<file path="src/sv/trt_pkg.sv">
// ============================================================================
// trt_pkg
// Shared types and codes for the touch report tracker: the input and result
// words, finger status codes, result kinds and the pending result record.
// ============================================================================
package trt_pkg;

    localparam int unsigned NumFingers = 2;
    localparam int unsigned NumKeys    = 2;
    localparam int unsigned NumSlots   = 5;    // key0, key1, finger0, finger1, sync

    // Position of each result in the pending mask, in emission order.
    localparam int unsigned SlotKey0    = 0;
    localparam int unsigned SlotKey1    = 1;
    localparam int unsigned SlotFinger0 = 2;
    localparam int unsigned SlotFinger1 = 3;
    localparam int unsigned SlotSync    = 4;

    // Bit of the status byte that carries key 0; key 1 is the next bit up.
    localparam int unsigned KeyBitBase = 6;

    typedef enum logic [1:0] {
        FS_RELEASED = 2'd0,
        FS_PRESSED  = 2'd1,
        FS_IDLE     = 2'd2
    } t_finger;

    typedef enum logic [1:0] {
        KIND_KEY     = 2'd0,
        KIND_CONTACT = 2'd1,
        KIND_SYNC    = 2'd2
    } t_kind;

    typedef struct packed {
        logic        read_ok;
        logic [7:0]  status_byte;
        logic [15:0] first_x;
        logic [15:0] first_y;
        logic [7:0]  first_size;
        logic [7:0]  id_pair;
        logic [15:0] second_x;
        logic [15:0] second_y;
        logic [7:0]  second_size;
    } t_in_word;

    typedef struct packed {
        t_kind       kind;
        logic        slot;
        logic        key_down;
        logic [15:0] pos_x;
        logic [15:0] pos_y;
        logic        touch_level;
        logic [7:0]  contact_size;
        logic        last;
    } t_out_word;

    // Everything needed to emit one report's results.
    typedef struct packed {
        logic [NumSlots-1:0]        mask;    // results still to send
        logic [NumKeys-1:0]         key_now;
        logic [NumFingers-1:0]      level;
        logic [NumFingers-1:0][15:0] x;
        logic [NumFingers-1:0][15:0] y;
        logic [NumFingers-1:0][7:0]  size;
    } t_pend;

endpackage

</file>
<file path="src/sv/trt_step.sv">
// ============================================================================
// trt_step
// Per-report update: steps key and finger status and builds the set of
// results the report produces.
// ============================================================================
module trt_step (
    input  trt_pkg::t_in_word                  i_word,
    input  trt_pkg::t_finger [1:0]             i_finger,
    input  logic [1:0]                         i_key,
    output trt_pkg::t_finger [1:0]             o_finger_n,
    output logic [1:0]                         o_key_n,
    output trt_pkg::t_pend                     o_pend
);
    import trt_pkg::*;

    logic [1:0][3:0] fid;
    logic [1:0]      keys_in;
    logic            any_pressed;

    assign fid[0]      = i_word.id_pair[7:4];
    assign fid[1]      = i_word.id_pair[3:0];
    assign keys_in     = i_word.status_byte[KeyBitBase +: NumKeys];
    assign any_pressed = (i_finger[0] == FS_PRESSED) || (i_finger[1] == FS_PRESSED);

    always_comb begin
        o_finger_n   = i_finger;
        o_key_n      = i_key;
        o_pend.mask  = '0;
        o_pend.key_now = keys_in;
        o_pend.x     = {i_word.second_x, i_word.first_x};
        o_pend.y     = {i_word.second_y, i_word.first_y};
        o_pend.size  = {i_word.second_size, i_word.first_size};
        o_pend.level = '0;

        if (i_word.read_ok) begin
            // keys are only sampled when no finger was down
            if (!any_pressed) begin
                o_key_n = keys_in;
                o_pend.mask[SlotKey0] = keys_in[0] ^ i_key[0];
                o_pend.mask[SlotKey1] = keys_in[1] ^ i_key[1];
            end

            for (int i = 0; i < NumFingers; i++) begin
                if (fid[i] != 4'd0) begin
                    o_finger_n[i] = FS_PRESSED;
                end else begin
                    unique case (i_finger[i])
                        FS_PRESSED: o_finger_n[i] = FS_RELEASED;
                        default:    o_finger_n[i] = FS_IDLE;
                    endcase
                end
                o_pend.level[i] = (o_finger_n[i] == FS_PRESSED);
                o_pend.mask[SlotFinger0 + i] = (o_finger_n[i] != FS_IDLE);
            end

            o_pend.mask[SlotSync] = 1'b1;
        end
    end

endmodule

</file>
<file path="src/sv/touch_report_tracker.sv">
// ============================================================================
// touch_report_tracker
// Two-finger touch report tracker: key events, contact reports and a frame
// sync per good report, one result word per cycle while the output is ready.
// ============================================================================
// An accepted report is registered as the pending record, and its results then
// move, lowest slot first, into the single result output register. Throughput:
//   one result word per cycle while the output is ready, set by that register;
//   a report yields 1 to 5 results, a failed read none.
// Reset: fingers return to just released, keys to released, no results pending.
// ============================================================================
module touch_report_tracker (
    input  logic                  i_clk,
    input  logic                  i_rst_n,
    input  logic                  i_in_valid,
    output logic                  o_in_ready,
    input  trt_pkg::t_in_word     i_in,
    output logic                  o_out_valid,
    input  logic                  i_out_ready,
    output trt_pkg::t_out_word    o_out
);
    import trt_pkg::*;

    // Tracker state, updated when a report is accepted.
    t_finger [1:0] r_finger;
    logic [1:0]    r_key;
    t_finger [1:0] n_finger;
    logic [1:0]    n_key;

    // Pending result record for the report being emitted.
    t_pend         r_pend;
    t_pend         step_pend;
    logic [NumSlots-1:0] r_mask;
    logic [NumSlots-1:0] n_mask;
    logic [NumSlots-1:0] sel;
    logic [NumSlots-1:0] mask_left;

    // Result output register.
    t_out_word     r_out;
    t_out_word     n_out;
    logic          r_out_valid;

    logic          in_acc;
    logic          load;

    trt_step u_step (
        .i_word     (i_in),
        .i_finger   (r_finger),
        .i_key      (r_key),
        .o_finger_n (n_finger),
        .o_key_n    (n_key),
        .o_pend     (step_pend)
    );

    // Move the lowest pending result into the output register whenever it
    // is empty or being drained this cycle.
    assign load      = (r_mask != '0) && (!r_out_valid || i_out_ready);
    assign sel       = r_mask & (~r_mask + NumSlots'(1));
    assign mask_left = r_mask & ~sel;

    // Take a new report once the current one is fully handed to the output
    // register, even while that word still waits downstream.
    assign o_in_ready = (r_mask == '0) || (load && (mask_left == '0));
    assign in_acc     = i_in_valid && o_in_ready;

    always_comb begin
        n_mask = r_mask;
        if (load) begin
            n_mask = mask_left;
        end
        if (in_acc) begin
            n_mask = step_pend.mask;
        end
    end

    // Result word for the selected slot.
    always_comb begin
        n_out = '0;
        if (sel[SlotKey0]) begin
            n_out.kind     = KIND_KEY;
            n_out.slot     = 1'b0;
            n_out.key_down = r_pend.key_now[0];
        end else if (sel[SlotKey1]) begin
            n_out.kind     = KIND_KEY;
            n_out.slot     = 1'b1;
            n_out.key_down = r_pend.key_now[1];
        end else if (sel[SlotFinger0]) begin
            n_out.kind         = KIND_CONTACT;
            n_out.slot         = 1'b0;
            n_out.pos_x        = r_pend.x[0];
            n_out.pos_y        = r_pend.y[0];
            n_out.touch_level  = r_pend.level[0];
            n_out.contact_size = r_pend.size[0];
        end else if (sel[SlotFinger1]) begin
            n_out.kind         = KIND_CONTACT;
            n_out.slot         = 1'b1;
            n_out.pos_x        = r_pend.x[1];
            n_out.pos_y        = r_pend.y[1];
            n_out.touch_level  = r_pend.level[1];
            n_out.contact_size = r_pend.size[1];
        end else begin
            n_out.kind = KIND_SYNC;
            n_out.last = 1'b1;
        end
    end

    // Control state.
    always_ff @(posedge i_clk) begin
        if (!i_rst_n) begin
            r_finger[0] <= FS_RELEASED;
            r_finger[1] <= FS_RELEASED;
            r_key       <= '0;
            r_mask      <= '0;
            r_out_valid <= 1'b0;
        end else begin
            r_mask <= n_mask;
            if (in_acc) begin
                r_finger <= n_finger;
                r_key    <= n_key;
            end
            if (load) begin
                r_out_valid <= 1'b1;
            end else if (i_out_ready) begin
                r_out_valid <= 1'b0;
            end
        end
    end

    // Payload, no reset.
    always_ff @(posedge i_clk) begin
        if (in_acc) begin
            r_pend <= step_pend;
        end
        if (load) begin
            r_out <= n_out;
        end
    end

    assign o_out_valid = r_out_valid;
    assign o_out       = r_out;

    // ------------------------------------------------------------------
    // Assertions
    // ------------------------------------------------------------------

    // Any pending report still owes its frame sync.
    a_sync_pending: assert property (@(posedge i_clk) disable iff (!i_rst_n)
        (r_mask != '0) |-> r_mask[SlotSync])
        else $error("pending results without frame sync");

    // A good report always queues results.
    a_good_report: assert property (@(posedge i_clk) disable iff (!i_rst_n)
        (in_acc && i_in.read_ok) |=> (r_mask != '0))
        else $error("good report produced no results");

    // Keys are frozen while a finger was pressed.
    a_key_hold: assert property (@(posedge i_clk) disable iff (!i_rst_n)
        (in_acc && ((r_finger[0] == FS_PRESSED) || (r_finger[1] == FS_PRESSED)))
        |=> $stable(r_key))
        else $error("key state changed while a finger was down");

    // The last flag only ever rides on a frame sync.
    a_last_sync: assert property (@(posedge i_clk) disable iff (!i_rst_n)
        (o_out_valid && o_out.last) |-> (o_out.kind == KIND_SYNC))
        else $error("last flag on a non-sync result");

endmodule
</file>
<file path="config.mk">
export PLATFORM = sky130hd
export DESIGN_NAME = touch_report_tracker
export DESIGN_NICKNAME = d
export VERILOG_FILES = /design/src/sv/trt_pkg.sv /design/src/sv/trt_step.sv /design/src/sv/touch_report_tracker.sv
export SDC_FILE = /design/constraint.sdc
export NUM_CORES = 1
export LEC_CHECK = 0
export BUFFER_PORTS_ARGS = -buffer_cell sky130_fd_sc_hd__buf_2
export CELL_PAD_IN_SITES_DETAIL_PLACEMENT = 1
export CELL_PAD_IN_SITES_GLOBAL_PLACEMENT = 2
export CORE_ASPECT_RATIO = 1.4
export CORE_MARGIN = 2
export CORE_UTILIZATION = 35
export CTS_CLUSTER_DIAMETER = 50
export CTS_CLUSTER_SIZE = 40
export DETAILED_ROUTE_END_ITERATION = 12
export HOLD_SLACK_MARGIN = 0.02
export PLACE_DENSITY = 0.81
export SKIP_CTS_REPAIR_TIMING = 1
export SLEW_MARGIN = 0
export SYNTH_ARGS = -nofsm -noshare
export SYNTH_HDL_FRONTEND = slang
export SYNTH_SLANG_ARGS = --single-unit
</file>
<file path="constraint.sdc">
create_clock -name i_clk -period 6.1 [get_ports i_clk]
set_input_delay 1.22 -clock i_clk [delete_from_list [all_inputs] [get_ports i_clk]]
set_output_delay 1.22 -clock i_clk [all_outputs]
set_load 0.01 [all_outputs]
</file>
## Word-level counts from Yosys, hierarchy flattened

Cells that the tools add are included.

| cells by class | value |
|---|---|
| reductions and logical operators | 18 |
| bitwise operators | 7 |
| mux-type cells | 21 |
| equality and inequality tests | 6 |
| add/subtract/negate cells | 1 |

Operator list:

| kind | number |
|---|---|
| $mux W41 | 2 |
| $mux W2 | 9 |
| $mux W5 | 3 |
| $and A5 B5 Y5 | 2 |
| $logic_not A5 Y1 | 2 |
| $not A5 Y5 | 2 |
| $eq A2 B1 Y1 const B | 4 |
| $reduce_bool A4 Y1 | 2 |
| $mux W1 | 7 |
| $add A5 B1 Y5 const B | 1 |
| $reduce_bool A5 Y1 | 1 |
| $ne A2 B2 Y1 const B | 2 |
| $reduce_bool A2 Y1 | 2 |
| $logic_and A1 B1 Y1 | 3 |
| $logic_or A1 B1 Y1 | 3 |
| $reduce_and A3 Y1 | 1 |
| $reduce_or A3 Y1 | 1 |
| $reduce_and A2 Y1 | 1 |
| $reduce_or A2 Y1 | 1 |
| $xor A1 B1 Y1 | 2 |
| $logic_not A1 Y1 | 1 |
| $not A1 Y1 | 1 |

| storage, ports and cells | value |
|---|---|
| word-level logic and storage cells | 75 |
| input port bits | 101 |
| flip-flop bits (word level) | 142 |

## Longest topological paths before layout

| depth | value |
|---|---|
| depth in word-level cells | 10 |
| mapped depth | 6 |
| mapped depth without buffers | 5 |

## Modules after synthesis

From an unflattened synthesis, not the netlist that was laid out.

| unflattened totals | value |
|---|---|
| cells, all modules | 410 |
| area total of the unflattened synthesis | 5884.4 um^2 |

Modules (own cells, without submodules):

| module | cells an instance | area each (um^2) | instances |
|---|---|---|---|
| touch_report_tracker | 303 | 5062.4 | 1 |
| trt_step | 107 | 822.0 | 1 |

## Worst setup path after synthesis

OpenSTA, ideal clock, no wires.

| timing path | value |
|---|---|
| path kind | input-to-reg |
| start point | input port i_out_ready |
| end point | register r_finger[1] in the netlist's numbering |
| data arrival time | 4.874 ns |
| slack | 1.106 ns |
| setup time | 0.119 ns |
| data required time | 5.981 ns |
| stages | 5 |
| cells stage by stage | nand2b_1 nand3_1 a31oi_2 nand2_1 o221a_1 |

| between the ends | value |
|---|---|
| cells in the longest elaborated chain, start to end | 6 |

RTL lines:

| item | RTL line | RTL |
|---|---|---|
| start: declaration | touch_report_tracker.sv:19 | `input logic i_out_ready,` |
| $logic_or A1 B1 Y1 | touch_report_tracker.sv:57 | `assign load = (r_mask != '0) && (!r_out_valid \|\| i_out_ready);` |
| $logic_and A1 B1 Y1 | touch_report_tracker.sv:57 |  |
| $logic_and A1 B1 Y1 | touch_report_tracker.sv:63 | `assign o_in_ready = (r_mask == '0) \|\| (load && (mask_left == '0));` |
| $logic_or A1 B1 Y1 | touch_report_tracker.sv:63 |  |
| $logic_and A1 B1 Y1 | touch_report_tracker.sv:64 | `assign in_acc = i_in_valid && o_in_ready;` |
| named net in_acc | touch_report_tracker.sv:43 | `logic in_acc;` |
| $reduce_and A2 Y1 (no line) | -- |  |
| end signal: assignment | touch_report_tracker.sv:118 | `r_finger <= n_finger;` |
| end: declaration | touch_report_tracker.sv:25 | `t_finger [1:0] r_finger;` |

The timed path passes the listed nets, and every way through them passes these cells.
A chain may end at the register's enable or synchronous reset.

## Worst setup path in the final report

| timing path | value |
|---|---|
| start point | register r_mask[0] |
| end point | output port o_in_ready |

| between the ends | value |
|---|---|
| cells in the longest elaborated chain, start to end | 8 |

RTL lines:

| item | RTL line | RTL |
|---|---|---|
| start: declaration | touch_report_tracker.sv:33 | `logic [NumSlots-1:0] r_mask;` |
| start signal: assignment | touch_report_tracker.sv:116 | `r_mask <= n_mask;` |
| $not A5 Y5 | touch_report_tracker.sv:58 | `assign sel = r_mask & (~r_mask + NumSlots'(1));` |
| $add A5 B1 Y5 | touch_report_tracker.sv:58 |  |
| $and A5 B5 Y5 | touch_report_tracker.sv:58 |  |
| $not A5 Y5 | touch_report_tracker.sv:59 | `assign mask_left = r_mask & ~sel;` |
| $and A5 B5 Y5 | touch_report_tracker.sv:59 |  |
| $logic_not A5 Y1 | touch_report_tracker.sv:63 |  |
| $logic_and A1 B1 Y1 | touch_report_tracker.sv:63 |  |
| $logic_or A1 B1 Y1 * | touch_report_tracker.sv:63 |  |
| end: declaration | touch_report_tracker.sv:16 | `output logic o_in_ready,` |

Mark *: on every way between the ends. The rest lies on a longest branch, timed or not.

==> impl_metrics.csv <==
group,metric,value,unit
critical_path,r2r_slack,3.28,ns
place,hpwl,7730,um
timing,maxSlewHeadroom,22.3,%
grt,gr-total-overflow,0,
logic_synthesis,syn-num-nets,410,
power_and_ir_drop,powerDensity,358,nW/um^2
clock_network,h-tree-depth,4,
worst_hold_path,holdPathStages,2,
logic_synthesis,synthFlopType,"edfxtp_1",
floorplan,die-area,15500,sq um
clock_network,cts_sinks,141,
grt,grt_max_degree,53,
logic_synthesis,ys_seq_area_share,81.0,%
floorplan,die_width,106,um
timing,layout_min_cycle_time,3.54,ns
power_and_ir_drop,leakagePower,0.00256,uW
routing,ant_nets,0,
worst_hold_path,hold_start,"r_key[1]$_SDFFE_PN0P_",
place,io_buffers,142,
floorplan,core-area,14300,sq um
final_layout,syn_to_final_growth,28.7,%
critical_path,worstPathArrival,2.32,ns
logic_synthesis,synth_area_leader_cell,"edfxtp_1",
clock_network,path_clk_slew,0.06,ns
final_layout,drive_above_1_share,38.7,%
critical_path,crit_path_max_fanout,45,
timing,setup_tns,0,ns
logic_synthesis,synth_cell_types,32,
floorplan,die_h,147,um
logic_synthesis,async_flop_share,0,%
timing,setup_viol,0,
critical_path,crit_path_end_kind,"primary output",
timing,max_freq,283,MHz
clock_network,clock_path_buffers,2,
logic_synthesis,synthesis.area,5080,sq um
routing,wl_per_cell,18.0,um
grt,antenna_found_initial,1,
logic_synthesis,synth_warnings,0,
timing,rsz0062_at_grt,"false",
logic_synthesis,ys_ff_latch,141,
grt,grtUsageTotal,16.0,%
critical_path,startpoint_type,"register",
final_layout,final_area,6540,sq um
power_and_ir_drop,total_power,2340,uW
routing,vias,3127,
critical_path,critPathRequiredTime,4.88,ns
routing,vias_per_cell,4.75,
routing,wl,11900,um
critical_path,timing.rr.end,"r_pend[5]$_DFFE_PP_",
critical_path,r2r_cells,4,
logic_synthesis,synthCells,309,
power_and_ir_drop,ir_drop,0.139,mV
timing,finalHoldViolations,0,
logic_synthesis,yosys-top-cells-area,"edfxtp_1 76%, a22oi_1 6.2%, dfxtp_1 4.7%, nor2_1 3.5%, nand2_1 1.2%",
critical_path,crit_chain,"or2_2 > or4_4 > nand3_1 > buf_2",
critical_path,path_delay_family,"simple AND/OR/NAND/NOR gates",
clock_network,cts_inserted_buffers,17,
grt,grt_pass1_wl,18500,um
final_layout,final_nets,557,
place,place_area,6000,sq um
critical_path,critPathMaxStageDelay,0.69,ns
timing,clock_skew,0.00833,ns
final_layout,fillCellCount,1514,
clock_network,clk_latency,0.41,ns
worst_hold_path,min-delay-path-class,"reg -> reg",
clock_network,root_buffer,"clkbuf_16",
timing,tightest_slew,1.16,ns
logic_synthesis,synth-edff-count,129,
floorplan,initial_core_util,35.5,%
routing,drc_errors,0,
critical_path,crit_buf_inv,1,
floorplan,num_rows,52,
place,placedCellCount,626,
grt,grt_pass1_vias,3586,
clock_network,cts_tree,"done",
worst_hold_path,hold_path_end,"r_key[1]$_SDFFE_PN0P_",
logic_synthesis,synth_top_cell_area_share,76.3,%
final_layout,final_cell_count_no_fill,658,
place,finalWeightedCongestion,0.750,
critical_path,crit_slowest_cell,"or2_2",
routing,initialDrtViolationCount,138,
critical_path,r2r-start,"r_mask[0]$_SDFFE_PN0P_",
critical_path,critical_path_class,"reg -> out",
flow_run,cap_violations,0,
logic_synthesis,synth_area_per_cell,16.4,sq um
routing,dr.pass1.iters,4,
floorplan,io_pins,149,
timing,finalMaxSlewViolations,0,
timing,finalCritPeriodShare,58.0,%
final_layout,post-route-util,45.7,%
outcome,outcome,"complete, no violations",
[registers in the layout, indices dropped and copies added, names as in the netlist]
name,flops
r_key,2
o_out,45
o_out_valid,1
r_pend,84
r_mask,5
r_finger,4
[Yosys cell counts, types with 2 or more instances]
cell / instances
a21boi_0: 2
a22oi_1: 42
clkbuf_1: 15
dfxtp_1: 12
edfxtp_1: 129
mux2i_1: 2
nand2_1: 16
nand2b_1: 3
nand3_1: 5
nor2_1: 47
nor2b_1: 7
nor4_1: 3
o211a_1: 2
o21ai_0: 3
o21ai_1: 2
o221a_1: 2
xor2_1: 2
[worst min-delay path, cell delays in order, from the launching register on]
cell     delay [ns]
dfxtp_1        0.32
nand2_1        0.06
mux2i_1        0.06
[per-stage QoR]
| stage | setup slack (ns) | hold WS [ns] |
|---|---|---|
| 2_1_floorplan | 1.11 | 0.446 |
| 3_3_place_gp | 2.84 | 0.455 |
| 3_5_place_dp | 2.84 | 0.485 |
| 4_1_cts | 2.50 | 0.494 |
| 5_1_grt | 2.40 | 0.522 |
| 6_report | 2.56 | 0.486 |
[report_power, final]
group	total [uW]	internal [uW]	switching [uW]
sequential	1190	1160	29.6
clock	929	553	376
combinational	214	78.2	136
total	2340	1800	542
[worst max path at each step]
stage	startpoint	endpoint	slack (ns)	cells past startpoint
detailed placement	i_out_ready	o_in_ready	2.84	5
global route	r_mask[0]$_SDFFE_PN0P_	o_in_ready	2.40	4
global placement	i_out_ready	o_in_ready	2.84	5
floorplan	i_out_ready	r_finger[1]$_SDFFE_PN0P_	1.11	5
finish	r_mask[0]$_SDFFE_PN0P_	o_in_ready	2.56	4
CTS	r_mask[0]$_SDFFE_PN0P_	o_in_ready	2.50	4
[routing by layer]
metal  global-route usage, %  up-vias  share of wire [%]
li1                        -     1481                  -
met1                    17.1     1520                 37
met2                    28.6      108                 55
met3                    5.18       18                5.6
met4                    6.78        0                1.9
met5                       0        -                  0
[final cells by class]
class | count | area (sq um) | area share (%)
sequential | 141 | 4120 | 63.0
multi-input combinational | 149 | 905 | 13.8
timing repair buffer | 146 | 741 | 11.3
clock buffer | 19 | 433 | 6.62
tap | 189 | 236 | 3.62
clock inverter | 12 | 100 | 1.53
inverter | 1 | 3.75 | 0.0574
antenna | 1 | 2.50 | 0.0383
[cells by family after synthesis]
kind of cell              count (synthesis)  share of synthesized area (%)
AOI/OAI and AO/OA                        60                           9.19
xor gates and xnor gates                  2                          0.345
buffers and inverters                    19                           1.63
DFF                                     141                           81.0
muxes                                     2                          0.394
and+or+nand+nor                          85                           7.42
[cells in the final DEF (no fill, tap or decap), types with 2 or more instances in the layout]
| cell | count |
|---|---|
| o21ai_1 | 2 |
| mux2i_1 | 2 |
| edfxtp_1 | 129 |
| clkinv_2 | 3 |
| nand2b_1 | 3 |
| clkinvlp_4 | 4 |
| clkbuf_1 | 2 |
| nand2_1 | 16 |
| dfxtp_1 | 11 |
| xor2_1 | 2 |
| nor4_1 | 3 |
| o21ai_0 | 3 |
| nand3_1 | 5 |
| clkbuf_16 | 17 |
| clkinv_1 | 2 |
| nor2_1 | 46 |
| o211a_1 | 2 |
| buf_4 | 4 |
| a21boi_0 | 2 |
| buf_2 | 142 |
| o221a_1 | 2 |
| clkinv_4 | 2 |
| nor2b_1 | 6 |
| a22oi_1 | 42 |
| a31oi_4 | 2 |
Note: power is estimated with default switching activity, not from simulation.
